## config.mk

```make
export PLATFORM = sky130hd
export DESIGN_NAME = eight_bit_cpu_execute_step
export DESIGN_NICKNAME = d
export VERILOG_FILES = /design/src/ecs_pkg.sv /design/src/eight_bit_cpu_execute_step.sv /design/src/ecs_front.sv /design/src/ecs_queue.sv /design/src/ecs_back.sv
export SDC_FILE = /design/constraint.sdc
export NUM_CORES = 1
export LEC_CHECK = 0
export BUFFER_PORTS_ARGS = -buffer_cell sky130_fd_sc_hd__buf_2
export CAP_MARGIN = 20
export CORE_ASPECT_RATIO = 0.7
export CORE_MARGIN = 2
export CORE_UTILIZATION = 43
export DETAILED_ROUTE_END_ITERATION = 7
export GPL_ROUTABILITY_DRIVEN = 0
export PLACE_DENSITY = 0.6
export SLEW_MARGIN = 20
export SYNTH_ARGS = -nofsm -noshare
export SYNTH_HDL_FRONTEND = slang
export SYNTH_SLANG_ARGS = --single-unit
```

## constraint.sdc

```tcl
create_clock -name clk -period 5.3 [get_ports clk]
set_input_delay 0.53 -clock clk [delete_from_list [all_inputs] [get_ports clk]]
set_output_delay 0.53 -clock clk [all_outputs]
set_load 0.02 [all_outputs]
```

## src/ecs_pkg.sv

```systemverilog
// Shared types, opcodes and constants for the eight-bit CPU execute step.
// Used by the front decoder, the instruction queue and the execute back end.
package ecs_pkg;

  localparam int INSTR_BYTES = 4;
  localparam logic [15:0] PC_STEP = 16'(INSTR_BYTES);
  localparam logic [15:0] PC_HALT_MARK = 16'hFFFF;

  localparam int IN_BITS = 42;
  localparam int IN_W = ((IN_BITS + 7) / 8) * 8;
  localparam int OUT_BITS = 77;
  localparam int OUT_W = ((OUT_BITS + 7) / 8) * 8;

  localparam int Q_DEPTH = 2;
  localparam int Q_AW = (Q_DEPTH > 1) ? $clog2(Q_DEPTH) : 1;
  localparam int Q_CW = $clog2(Q_DEPTH + 1);

  typedef enum logic [5:0] {
    OP_NOP  = 6'd0,  OP_MOV  = 6'd1,  OP_LOD  = 6'd2,  OP_OUT  = 6'd3,
    OP_INP  = 6'd4,  OP_JNZA = 6'd5,  OP_ADD  = 6'd6,  OP_ADDI = 6'd7,
    OP_SUB  = 6'd8,  OP_SUBI = 6'd9,  OP_NAD  = 6'd10, OP_NADI = 6'd11,
    OP_NOR  = 6'd12, OP_NORI = 6'd13, OP_CMP  = 6'd14, OP_CMPI = 6'd15,
    OP_JZRA = 6'd16, OP_LDRA = 6'd17, OP_WTRA = 6'd18, OP_JMPA = 6'd19,
    OP_JEQA = 6'd20, OP_JNQA = 6'd21, OP_JNZB = 6'd22, OP_JZRB = 6'd23,
    OP_JMPB = 6'd24, OP_JEQB = 6'd25, OP_JNQB = 6'd26, OP_LDRB = 6'd27,
    OP_WTRB = 6'd28, OP_JMPI = 6'd29, OP_JEQI = 6'd30, OP_JNQI = 6'd31,
    OP_JZRI = 6'd32, OP_JNZI = 6'd33
  } op_t;

  typedef enum logic [1:0] {ALU_ADD, ALU_SUB, ALU_NAND, ALU_NOR} alu_op_t;
  typedef enum logic [2:0] {WB_NONE, WB_REG, WB_IMM, WB_READ, WB_ALU} wb_src_t;
  typedef enum logic [2:0] {
    COND_NEVER, COND_ALWAYS, COND_Z, COND_NZ, COND_EQ, COND_NQ
  } cond_t;
  typedef enum logic [1:0] {TGT_A, TGT_B, TGT_IMM} tgt_t;

  typedef struct packed {
    logic        illegal;
    wb_src_t     wb_src;
    alu_op_t     alu_op;
    logic        use_imm;
    logic        is_cmp;
    logic        wr_en;
    logic        wr_io;
    logic        wr_ptr_b;
    cond_t       cond;
    tgt_t        tgt;
    logic [1:0]  dest;
    logic [1:0]  src;
    logic [7:0]  imm_byte;
    logic [15:0] imm_word;
    logic [7:0]  read_data;
  } dec_t;

  function automatic logic [7:0] pick4(input logic [1:0] sel, input logic [7:0] v0,
                                       input logic [7:0] v1, input logic [7:0] v2,
                                       input logic [7:0] v3);
    logic [7:0] r;
    case (sel)
      2'd0:    r = v0;
      2'd1:    r = v1;
      2'd2:    r = v2;
      default: r = v3;
    endcase
    return r;
  endfunction

endpackage

```

## src/eight_bit_cpu_execute_step.sv

```systemverilog
// Eight-bit CPU execute step: an accepted instruction transaction passes through the
// decoded-instruction queue and then the execute stage's result register before its
// result reaches the master side; throughput is one instruction per cycle while the
// master side accepts results. A two-entry decoded-instruction queue lets input keep
// flowing while a result waits. Synchronous reset clears registers, PC, flags, the queue and the output valid.
module eight_bit_cpu_execute_step import ecs_pkg::*; (
  input  logic             clk,
  input  logic             rst,
  input  logic             s_axis_tvalid,
  output logic             s_axis_tready,
  // func[5:0], dest_reg[7:6], src_reg[9:8], imm_byte[17:10], imm_word[33:18],
  // read_data[41:34], zero fill above
  input  logic [IN_W-1:0]  s_axis_tdata,
  output logic             m_axis_tvalid,
  input  logic             m_axis_tready,
  // next_pc[15:0], pointer_a[31:16], pointer_b[47:32], write_valid[48],
  // write_space[49], write_address[65:50], write_data[73:66], flag_zero[74],
  // flag_equal[75], halted[76], zero fill above
  output logic [OUT_W-1:0] m_axis_tdata
);

  dec_t            dec, q_item;
  logic            push, q_full, q_valid, pop, halt_state;
  logic [Q_CW-1:0] q_count;

  ecs_front u_front (
    .s_axis_tvalid (s_axis_tvalid),
    .s_axis_tready (s_axis_tready),
    .s_axis_tdata  (s_axis_tdata),
    .q_full        (q_full),
    .push          (push),
    .dec           (dec)
  );

  ecs_queue u_queue (
    .clk   (clk),
    .rst   (rst),
    .push  (push),
    .din   (dec),
    .full  (q_full),
    .pop   (pop),
    .valid (q_valid),
    .dout  (q_item),
    .count (q_count)
  );

  ecs_back u_back (
    .clk           (clk),
    .rst           (rst),
    .q_valid       (q_valid),
    .item          (q_item),
    .pop           (pop),
    .m_axis_tvalid (m_axis_tvalid),
    .m_axis_tready (m_axis_tready),
    .m_axis_tdata  (m_axis_tdata),
    .halt_state    (halt_state)
  );

`ifndef SYNTHESIS
  // Halt is sticky until reset.
  a_halt_sticky: assert property (@(posedge clk) disable iff (rst)
    halt_state |=> halt_state)
    else $error("halt flag cleared without reset");

  // A result without a write reports zero write fields.
  a_no_write_zero: assert property (@(posedge clk) disable iff (rst)
    (m_axis_tvalid && !m_axis_tdata[48]) |-> (m_axis_tdata[73:49] == '0))
    else $error("write fields nonzero on a result without a write");

  // The queue never holds more entries than its depth.
  a_queue_bound: assert property (@(posedge clk) disable iff (rst)
    q_count <= Q_CW'(Q_DEPTH))
    else $error("instruction queue overflow");

  // A result is only produced from a queued instruction.
  a_pop_has_item: assert property (@(posedge clk) disable iff (rst)
    (m_axis_tvalid && !$past(m_axis_tvalid)) |-> $past(q_valid))
    else $error("result produced without a queued instruction");
`endif

endmodule

```

## src/ecs_front.sv

```systemverilog
// Front end: takes instruction transactions and decodes them into control words.
// Depends on ecs_pkg.
module ecs_front import ecs_pkg::*; (
  input  logic            s_axis_tvalid,
  output logic            s_axis_tready,
  // func[5:0], dest_reg[7:6], src_reg[9:8], imm_byte[17:10], imm_word[33:18],
  // read_data[41:34], zero fill above
  input  logic [IN_W-1:0] s_axis_tdata,
  input  logic            q_full,
  output logic            push,
  output dec_t            dec
);

  logic [5:0] func;

  assign func = s_axis_tdata[5:0];
  assign s_axis_tready = !q_full;
  assign push = s_axis_tvalid && !q_full;

  always_comb begin
    dec = '0;
    dec.wb_src    = WB_NONE;
    dec.alu_op    = ALU_ADD;
    dec.cond      = COND_NEVER;
    dec.tgt       = TGT_A;
    dec.dest      = s_axis_tdata[7:6];
    dec.src       = s_axis_tdata[9:8];
    dec.imm_byte  = s_axis_tdata[17:10];
    dec.imm_word  = s_axis_tdata[33:18];
    dec.read_data = s_axis_tdata[41:34];
    unique case (op_t'(func))
      OP_NOP: ;
      OP_MOV: dec.wb_src = WB_REG;
      OP_LOD: dec.wb_src = WB_IMM;
      OP_OUT: begin
        dec.wr_en = 1'b1;
        dec.wr_io = 1'b1;
      end
      OP_INP, OP_LDRA, OP_LDRB: dec.wb_src = WB_READ;
      OP_ADD, OP_ADDI: begin
        dec.wb_src  = WB_ALU;
        dec.alu_op  = ALU_ADD;
        dec.use_imm = (op_t'(func) == OP_ADDI);
      end
      OP_SUB, OP_SUBI: begin
        dec.wb_src  = WB_ALU;
        dec.alu_op  = ALU_SUB;
        dec.use_imm = (op_t'(func) == OP_SUBI);
      end
      OP_NAD, OP_NADI: begin
        dec.wb_src  = WB_ALU;
        dec.alu_op  = ALU_NAND;
        dec.use_imm = (op_t'(func) == OP_NADI);
      end
      OP_NOR, OP_NORI: begin
        dec.wb_src  = WB_ALU;
        dec.alu_op  = ALU_NOR;
        dec.use_imm = (op_t'(func) == OP_NORI);
      end
      OP_CMP, OP_CMPI: begin
        dec.is_cmp  = 1'b1;
        dec.use_imm = (op_t'(func) == OP_CMPI);
      end
      OP_WTRA: dec.wr_en = 1'b1;
      OP_WTRB: begin
        dec.wr_en    = 1'b1;
        dec.wr_ptr_b = 1'b1;
      end
      OP_JNZA: dec.cond = COND_NZ;
      OP_JZRA: dec.cond = COND_Z;
      OP_JMPA: dec.cond = COND_ALWAYS;
      OP_JEQA: dec.cond = COND_EQ;
      OP_JNQA: dec.cond = COND_NQ;
      OP_JNZB: begin
        dec.cond = COND_NZ;
        dec.tgt  = TGT_B;
      end
      OP_JZRB: begin
        dec.cond = COND_Z;
        dec.tgt  = TGT_B;
      end
      OP_JMPB: begin
        dec.cond = COND_ALWAYS;
        dec.tgt  = TGT_B;
      end
      OP_JEQB: begin
        dec.cond = COND_EQ;
        dec.tgt  = TGT_B;
      end
      OP_JNQB: begin
        dec.cond = COND_NQ;
        dec.tgt  = TGT_B;
      end
      OP_JMPI: begin
        dec.cond = COND_ALWAYS;
        dec.tgt  = TGT_IMM;
      end
      OP_JEQI: begin
        dec.cond = COND_EQ;
        dec.tgt  = TGT_IMM;
      end
      OP_JNQI: begin
        dec.cond = COND_NQ;
        dec.tgt  = TGT_IMM;
      end
      OP_JZRI: begin
        dec.cond = COND_Z;
        dec.tgt  = TGT_IMM;
      end
      OP_JNZI: begin
        dec.cond = COND_NZ;
        dec.tgt  = TGT_IMM;
      end
      default: dec.illegal = 1'b1;
    endcase
  end

endmodule

```

## src/ecs_queue.sv

```systemverilog
// Short first-word-fall-through queue of decoded instructions.
// Depends on ecs_pkg for the entry type and depth.
module ecs_queue import ecs_pkg::*; (
  input  logic            clk,
  input  logic            rst,
  input  logic            push,
  input  dec_t            din,
  output logic            full,
  input  logic            pop,
  output logic            valid,
  output dec_t            dout,
  output logic [Q_CW-1:0] count
);

  dec_t            mem [Q_DEPTH];
  logic [Q_AW-1:0] wr_ptr;
  logic [Q_AW-1:0] rd_ptr;

  assign full  = (count == Q_CW'(Q_DEPTH));
  assign valid = (count != '0);
  assign dout  = mem[rd_ptr];

  always_ff @(posedge clk) begin
    if (push) begin
      mem[wr_ptr] <= din;
    end
  end

  always_ff @(posedge clk) begin
    if (rst) begin
      wr_ptr <= '0;
      rd_ptr <= '0;
      count  <= '0;
    end else begin
      if (push) begin
        wr_ptr <= (wr_ptr == Q_AW'(Q_DEPTH - 1)) ? '0 : wr_ptr + 1'b1;
      end
      if (pop) begin
        rd_ptr <= (rd_ptr == Q_AW'(Q_DEPTH - 1)) ? '0 : rd_ptr + 1'b1;
      end
      count <= count + Q_CW'(push) - Q_CW'(pop);
    end
  end

endmodule

```

## src/ecs_back.sv

```systemverilog
// Execute back end: register file, program counter, flags and result register.
// Depends on ecs_pkg.
module ecs_back import ecs_pkg::*; (
  input  logic             clk,
  input  logic             rst,
  input  logic             q_valid,
  input  dec_t             item,
  output logic             pop,
  output logic             m_axis_tvalid,
  input  logic             m_axis_tready,
  // next_pc[15:0], pointer_a[31:16], pointer_b[47:32], write_valid[48],
  // write_space[49], write_address[65:50], write_data[73:66], flag_zero[74],
  // flag_equal[75], halted[76], zero fill above
  output logic [OUT_W-1:0] m_axis_tdata,
  output logic             halt_state
);

  logic [7:0]  r0, r1, r2, r3;
  logic [15:0] pc;
  logic        zf, ef, hf;

  logic [7:0]  r0_next, r1_next, r2_next, r3_next;
  logic [15:0] pc_next;
  logic        zf_next, ef_next, hf_next;
  logic        wv, wsp;
  logic [15:0] waddr;
  logic [7:0]  wdata;

  logic [7:0]  opa, opb, opr, alu_res, wb_val;
  logic [15:0] pa, pb, target;
  logic        jump, we;

  assign pop = q_valid && (!m_axis_tvalid || m_axis_tready);
  assign halt_state = hf;

  assign pa  = {r1, r0};
  assign pb  = {r3, r2};
  assign opa = pick4(item.dest, r0, r1, r2, r3);
  assign opb = pick4(item.src, r0, r1, r2, r3);
  assign opr = item.use_imm ? item.imm_byte : opb;

  always_comb begin
    case (item.alu_op)
      ALU_ADD:  alu_res = opa + opr;
      ALU_SUB:  alu_res = opa - opr;
      ALU_NAND: alu_res = ~(opa & opr);
      default:  alu_res = ~(opa | opr);
    endcase
  end

  always_comb begin
    we = 1'b1;
    case (item.wb_src)
      WB_REG:  wb_val = opb;
      WB_IMM:  wb_val = item.imm_byte;
      WB_READ: wb_val = item.read_data;
      WB_ALU:  wb_val = alu_res;
      default: begin
        wb_val = '0;
        we     = 1'b0;
      end
    endcase
  end

  always_comb begin
    case (item.cond)
      COND_ALWAYS: jump = 1'b1;
      COND_Z:      jump = zf;
      COND_NZ:     jump = !zf;
      COND_EQ:     jump = ef;
      COND_NQ:     jump = !ef;
      default:     jump = 1'b0;
    endcase
    case (item.tgt)
      TGT_B:   target = pb;
      TGT_IMM: target = item.imm_word;
      default: target = pa;
    endcase
  end

  always_comb begin
    r0_next = r0;
    r1_next = r1;
    r2_next = r2;
    r3_next = r3;
    pc_next = pc;
    zf_next = zf;
    ef_next = ef;
    hf_next = hf;
    wv      = 1'b0;
    wsp     = 1'b0;
    waddr   = '0;
    wdata   = '0;
    if (!hf) begin
      if (we) begin
        case (item.dest)
          2'd0:    r0_next = wb_val;
          2'd1:    r1_next = wb_val;
          2'd2:    r2_next = wb_val;
          default: r3_next = wb_val;
        endcase
      end
      if (item.is_cmp) begin
        ef_next = (opa == opr);
        zf_next = (opa == '0);
      end
      if (item.wr_en) begin
        wv    = 1'b1;
        wsp   = item.wr_io;
        waddr = item.wr_ptr_b ? pb : pa;
        wdata = opa;
      end
      pc_next = jump ? target : pc + PC_STEP;
      hf_next = item.illegal || (pc_next == PC_HALT_MARK);
    end
  end

  always_ff @(posedge clk) begin
    if (rst) begin
      r0 <= '0;
      r1 <= '0;
      r2 <= '0;
      r3 <= '0;
      pc <= '0;
      zf <= 1'b0;
      ef <= 1'b0;
      hf <= 1'b0;
      m_axis_tvalid <= 1'b0;
    end else if (pop) begin
      r0 <= r0_next;
      r1 <= r1_next;
      r2 <= r2_next;
      r3 <= r3_next;
      pc <= pc_next;
      zf <= zf_next;
      ef <= ef_next;
      hf <= hf_next;
      m_axis_tvalid <= 1'b1;
    end else if (m_axis_tready) begin
      m_axis_tvalid <= 1'b0;
    end
  end

  // The result word carries no reset; it is only looked at while tvalid is high.
  always_ff @(posedge clk) begin
    if (pop) begin
      m_axis_tdata <= {(OUT_W - OUT_BITS)'(0), hf_next, ef_next, zf_next, wdata, waddr,
                       wsp, wv, r3_next, r2_next, r1_next, r0_next, pc_next};
    end
  end

endmodule
```

==> impl_metrics.tcl, run 1 <==
set metrics [dict create \
    worst_pin_slew_ns 1.07 \
    tns_ns 0 \
    drt-total-wl_mm 32.4 \
    synth_fa_ha_area_frac 0.0326 \
    drc_errors 0 \
    hpwl_mm 22.8 \
    stdcell_count 1581 \
    io_pins 134 \
    synth-seq-cells 238 \
    worstPathMaxFanout 30 \
    num_rows 51 \
    clkSinkCount 238 \
    synth_edf_count 181 \
    hold_depth 1 \
    hold_viol 0 \
    fillers 2463 \
    synth-compound-area-share 0.143 \
    switching_power_mw 3.55 \
    seq_area_frac_synth 0.549 \
    finalCriticalPeriod_ns 4.68 \
    status "finished clean" \
    holdWs_ns 0.178 \
    placed_area_um2 12900 \
    p_per_area_nw_per_um2 621 \
    syn_area_um2 12000 \
    cts_buffers 25 \
    pwr-share-comb 0.440 \
    fin_ws_ns 0.624 \
    fp.dieArea_um2 29200 \
    dp_cells 1535 \
    wl_per_cell_um 20.5 \
    finalCritPeriodShare 0.882 \
    yosysTopAreaCellShare 0.454 \
    critPathLaunchType "flop" \
    synth_top_area_cell "edfxtp_1" \
    drv_slew 0 \
    grt_max_degree 60 \
    p_int_mw 4.99 \
    synthMuxAreaShare 0.0922 \
    arrival_ns 4.93 \
    max_slew_margin 0.287 \
    antenna_cells 0 \
    yosys.area_share.simple 0.120 \
    post_cts_buffers 0 \
    firstDrtPassIters 6 \
    p_leak_nw 5.10 \
    async_reset_ff_frac 0 \
    dp_slack_ns 0.776 \
    final_area_um2 13700 \
    skew_ns 0.0108 \
    worstHoldStart "s_axis_tdata[23]" \
    grt_pass1_vias 8090 \
    core_um2 27600 \
    yosysUniqueCellTypes 73 \
    drtIter0Drc 987 \
    ctsHtreeMaxLevel 1 \
    synth_area_leaders "edfxtp_1, dfxtp_1, mux2i_1" \
    synth_xor_area_frac 0.0146 \
    path_clk_slew_ns 0.06 \
    reg2reg_depth 12 \
    hp-class "in2reg" \
    vias_per_cell 5.67 \
    drv_cap 0 \
    gr-usage-all-layers 0.221 \
    dieHeight_um 144 \
    synth.avg_cell_area_um2 11.0 \
    pwr-share-seq 0.356 \
    ir_drop_uv 278 \
    power_switching_share 0.416 \
    cts_buffer_depth 3 \
    clk-insertion-delay-late_ns 0.54 \
    areaGrowthSynthToFinish_pct 14.8 \
    cts-root-buf "clkbuf_16" \
    finalSetupViolations 0 \
    synth_warnings 0 \
    multi_input_area_um2 4850 \
    synth-main-ff-cell "edfxtp_1" \
    max_freq_mhz 214 \
    required_ns 5.56 \
    cts_hold_buffers 0 \
    portBuffers 124 \
    postRouteAntennaNets 0 \
    endpoint_kind "flop" \
    cts_resized 0 \
    tritoncts "built" \
    final_nets 1273 \
    p_clk_frac 0.204 \
    antenna_found_initial 0 \
    critical_path_class "reg2reg" \
    rsz0062_at_grt "no" \
    synth.most_common_cell "edfxtp_1" \
    synth_common_cells "edfxtp_1, nor2_1, a21oi_1" \
    die_w_um 203 \
    synth_top_family_by_area "compound AO/OA/AOI/OAI gates" \
    grt_pass1_wl_mm 48.9 \
    start_util 0.434 \
    drive_gt1_frac 0.202 \
    synthCells 1084 \
    seq_area_um2 6580 \
    num_vias 8964 \
    gr-total-overflow 0 \
]
## registers in the layout (all words and copies together), names as in the netlist, named ones only
signal                cells
u_back.pc                16
u_back.r1                 8
u_queue.count             2
u_queue.mem             104
u_back.r2                 8
u_back.r0                 8
u_back.ef                 1
u_back.m_axis_tvalid      1
u_queue.rd_ptr            1
u_back.r3                 8
u_back.zf                 1
u_queue.wr_ptr            1
u_back.halt_state         1
u_back.m_axis_tdata      77
## critical path, stage by stage (launching register included)
cell      delay (ns)
dfxtp_4         0.51
mux2i_4         0.86
mux2i_1         0.16
a21oi_1         0.52
inv_1           0.20
fa_1            0.43
nor2b_1         0.11
o21ai_0         0.13
a211oi_1        0.36
o21a_1          0.18
o41ai_1         0.09
a211oi_2        0.67
a21oi_1         0.16
## cells in the final DEF, fill, tap and decap left out, types with 9 or more instances in the layout
cell type  count
mux2i_1       52
inv_1         62
a211oi_1      36
a21oi_1       98
o22ai_1       13
o21ai_0       29
edfxtp_1     181
xnor2_1       11
nand4_1        9
nor2b_1       10
xor2_1         9
o21a_1         9
buf_2        124
a31oi_1        9
buf_4         22
nor2_1       126
a21o_1        11
mux2_2        27
nor3_1        18
nand3_1       16
ha_1          28
a221oi_1      12
clkbuf_16     28
nand2_1       81
dfxtp_1       56
## power groups by stage
stage / registers (mW) / logic (mW) / clock network [mW]
after floorplan: 3.32 / 2.33 / 0
after global placement: 3.06 / 3.66 / 0
after detailed placement: 3.06 / 3.71 / 0
after CTS: 3.03 / 3.73 / 1.77
after global routing: 3.09 / 4.09 / 1.86
final: 3.04 / 3.76 / 1.74
## final cells by class
| cell class | instances | share of cell area |
|---|---|---|
| flip-flops and latches | 238 | 0.479 |
| multi-input cells | 717 | 0.353 |
| well taps | 371 | 0.0338 |
| clock inverters | 8 | 0.00355 |
| clock buffers | 38 | 0.0566 |
| repair buffers | 146 | 0.0571 |
| inverters | 63 | 0.0174 |
## cells by family after synthesis
| group | count (synthesis) |
|---|---|
| flops | 238 |
| mux | 94 |
| buf+inv | 131 |
| simple gates | 307 |
| xor+xnor | 20 |
| compound gates | 263 |
| fa+ha+maj | 30 |
| other cells | 1 |
## routing by layer
metal | track usage | part of all wire
met5 | 0 | 0
met4 | 0.0607 | 0.025
met3 | 0.0463 | 0.083
met2 | 0.298 | 0.39
met1 | 0.351 | 0.50
## final timing paths
path              slack, ns                      end
hold / removal         0.18       u_queue.mem[0][13]
hold reg to reg        0.49                u_back.zf
setup / recovery       0.62  u_back.m_axis_tdata[38]
setup reg to reg       0.62  u_back.m_axis_tdata[38]
## through the flow
| stage | total power [mW] | utilization |
|---|---|---|
| after floorplan | 5.65 | - |
| after global placement | 6.72 | 0.468 |
| after detailed placement | 6.77 | 0.468 |
| after CTS | 8.53 | 0.498 |
| after global routing | 9.04 | 0.498 |
| final | 8.54 | 0.498 |
Note: power is estimated with default switching activity, not from simulation.
==> run 2, diff against run 1 <==
--- a/config.mk
+++ b/config.mk
@@ -7,7 +7,7 @@
 export LEC_CHECK = 0
 export BUFFER_PORTS_ARGS = -buffer_cell sky130_fd_sc_hd__buf_2
 export CAP_MARGIN = 20
-export CORE_ASPECT_RATIO = 0.7
+export CORE_ASPECT_RATIO = 1.2
 export CORE_MARGIN = 2
 export CORE_UTILIZATION = 43
 export DETAILED_ROUTE_END_ITERATION = 7
==> run 2 against run 1 <==
Net effect:
- first-iteration DRC count down 29%
- combinational power down 2%
- highest routed layer unchanged
- critical endpoint is now u_back.m_axis_tdata[22]
- wire length down 6.4%
- cell area down 0.48%
==> impl_metrics.tcl, run 2 (synthesis results as in run 1) <==
set metrics [dict create \
    status "finished clean" \
    gr-total-overflow 0 \
    largest_reg_flops 104 \
    drtIter0Drc 703 \
    endpoint_kind "flop" \
    cts-root-buf "clkbuf_16" \
    rrSetupSlack_ns 0.59 \
    dp_cells 1498 \
    clkSinkCount 238 \
    areaGrowthSynthToFinish_pct 14.2 \
    drc_errors 0 \
    final_area_um2 13700 \
    finalCriticalPeriod_ns 4.71 \
    rsz0062_at_grt "no" \
    p_per_area_nw_per_um2 617 \
    drv_cap 0 \
    dieHeight_um 187 \
    stdcell_count 1543 \
    worst_pin_slew_ns 1.02 \
    antenna_found_initial 0 \
    ir_drop_uv 298 \
    clk-insertion-delay-late_ns 0.52 \
    drt-total-wl_mm 30.3 \
    cts_buffers 25 \
    regMostFlops "u_queue.mem" \
    grt_pass1_wl_mm 46.0 \
    start_util 0.440 \
    vias_per_cell 5.66 \
    final_util 0.502 \
    max_freq_mhz 212 \
    ctsHtreeMaxLevel 1 \
    grt_max_degree 64 \
    drv_slew 0 \
    finalSetupViolations 0 \
    setup.worst_path.end "u_back.m_axis_tdata[22]" \
    hpwl_mm 20.9 \
    layout_common_cells "edfxtp_1, nor2_1, buf_2" \
    path_clk_slew_ns 0.06 \
    postRouteAntennaNets 0 \
    num_vias 8741 \
    skew_ns 0.0112 \
    gr-usage-all-layers 0.204 \
    hp-class "in2reg" \
    drive_gt1_frac 0.200 \
    placed_area_um2 12800 \
    core_um2 27300 \
    die_w_um 156 \
    num_rows 66 \
    critPathLaunchType "flop" \
    arrival_ns 4.95 \
    hold_depth 1 \
    grt_pass1_vias 8049 \
    largest_registers "u_queue.mem x104, u_back.m_axis_tdata x77, u_back.pc x16" \
    power.total_mw 8.45 \
    portBuffers 124 \
    fp.dieArea_um2 29200 \
    p_leak_nw 5.07 \
    post_cts_buffers 0 \
    hold_viol 0 \
    io_pins 134 \
    cts_hold_buffers 0 \
    tns_ns 0 \
    final_common_cell "edfxtp_1" \
    required_ns 5.54 \
    finalCritPeriodShare 0.889 \
    wl_per_cell_um 19.6 \
    antenna_cells 0 \
    reg2reg_depth 15 \
    rr_endpoint "u_back.m_axis_tdata[22]" \
    firstDrtPassIters 5 \
    cts_resized 0 \
    tritoncts "built" \
    worstPathMaxFanout 15 \
    final_nets 1267 \
    cts_buffer_depth 3 \
    max_slew_margin 0.309 \
    critical_path_class "reg2reg" \
]
run 2: cell type report:
cell class / count / area (µm²)
multi-input cells: 717 / 4860
fillers: 2553 / 13600
repair buffers: 140 / 741
flip-flops and latches: 238 / 6580
inverters: 63 / 239
clock inverters: 14 / 163
clock buffers: 31 / 679
well taps: 340 / 425
run 2: worst min-delay path by stage:
stage / endpoint / start
final: u_queue.mem[1][29] / s_axis_tdata[15]
after global routing: u_queue.mem[0][32] / s_axis_tdata[8]
after CTS: u_queue.mem[1][29] / s_axis_tdata[15]
after detailed placement: u_back.zf / u_back.zf
after global placement: u_back.zf / u_back.zf
after floorplan: u_back.zf / u_back.zf
run 2: critical path, cell delays in order (launching register included):
cell	delay, ns
dfxtp_2	0.37
buf_4	0.27
mux2i_1	0.80
buf_4	0.34
a21oi_1	0.17
inv_1	0.14
ha_1	0.17
inv_1	0.06
fa_1	0.41
nand2b_1	0.09
a21oi_1	0.09
o21ai_0	0.24
nor4bb_1	0.33
nor4_1	0.11
a211oi_2	0.65
a21oi_1	0.16
run 2: power by group:
group | internal, mW | total, mW | switching [mW]
Combinational | 1.25 | 3.67 | 2.42
Sequential | 2.69 | 3.00 | 0.301
Clock | 1.06 | 1.78 | 0.719
run 2: through the flow:
step / hold WS, ns / setup slack [ns]
after CTS: 0.173 / 0.692
after floorplan: 0.450 / 0.786
after global routing: 0.179 / 0.293
after detailed placement: 0.498 / 0.708
final: 0.191 / 0.586
after global placement: 0.491 / 0.824
run 2: per-layer routing:
metal / global-route usage / up-vias / share of wire
met5: 0 / - / 0
met4: 0.0656 / 0 / 0.030
met3: 0.0271 / 57 / 0.062
met2: 0.326 / 319 / 0.47
met1: 0.288 / 4161 / 0.44
li1: - / 4204 / -
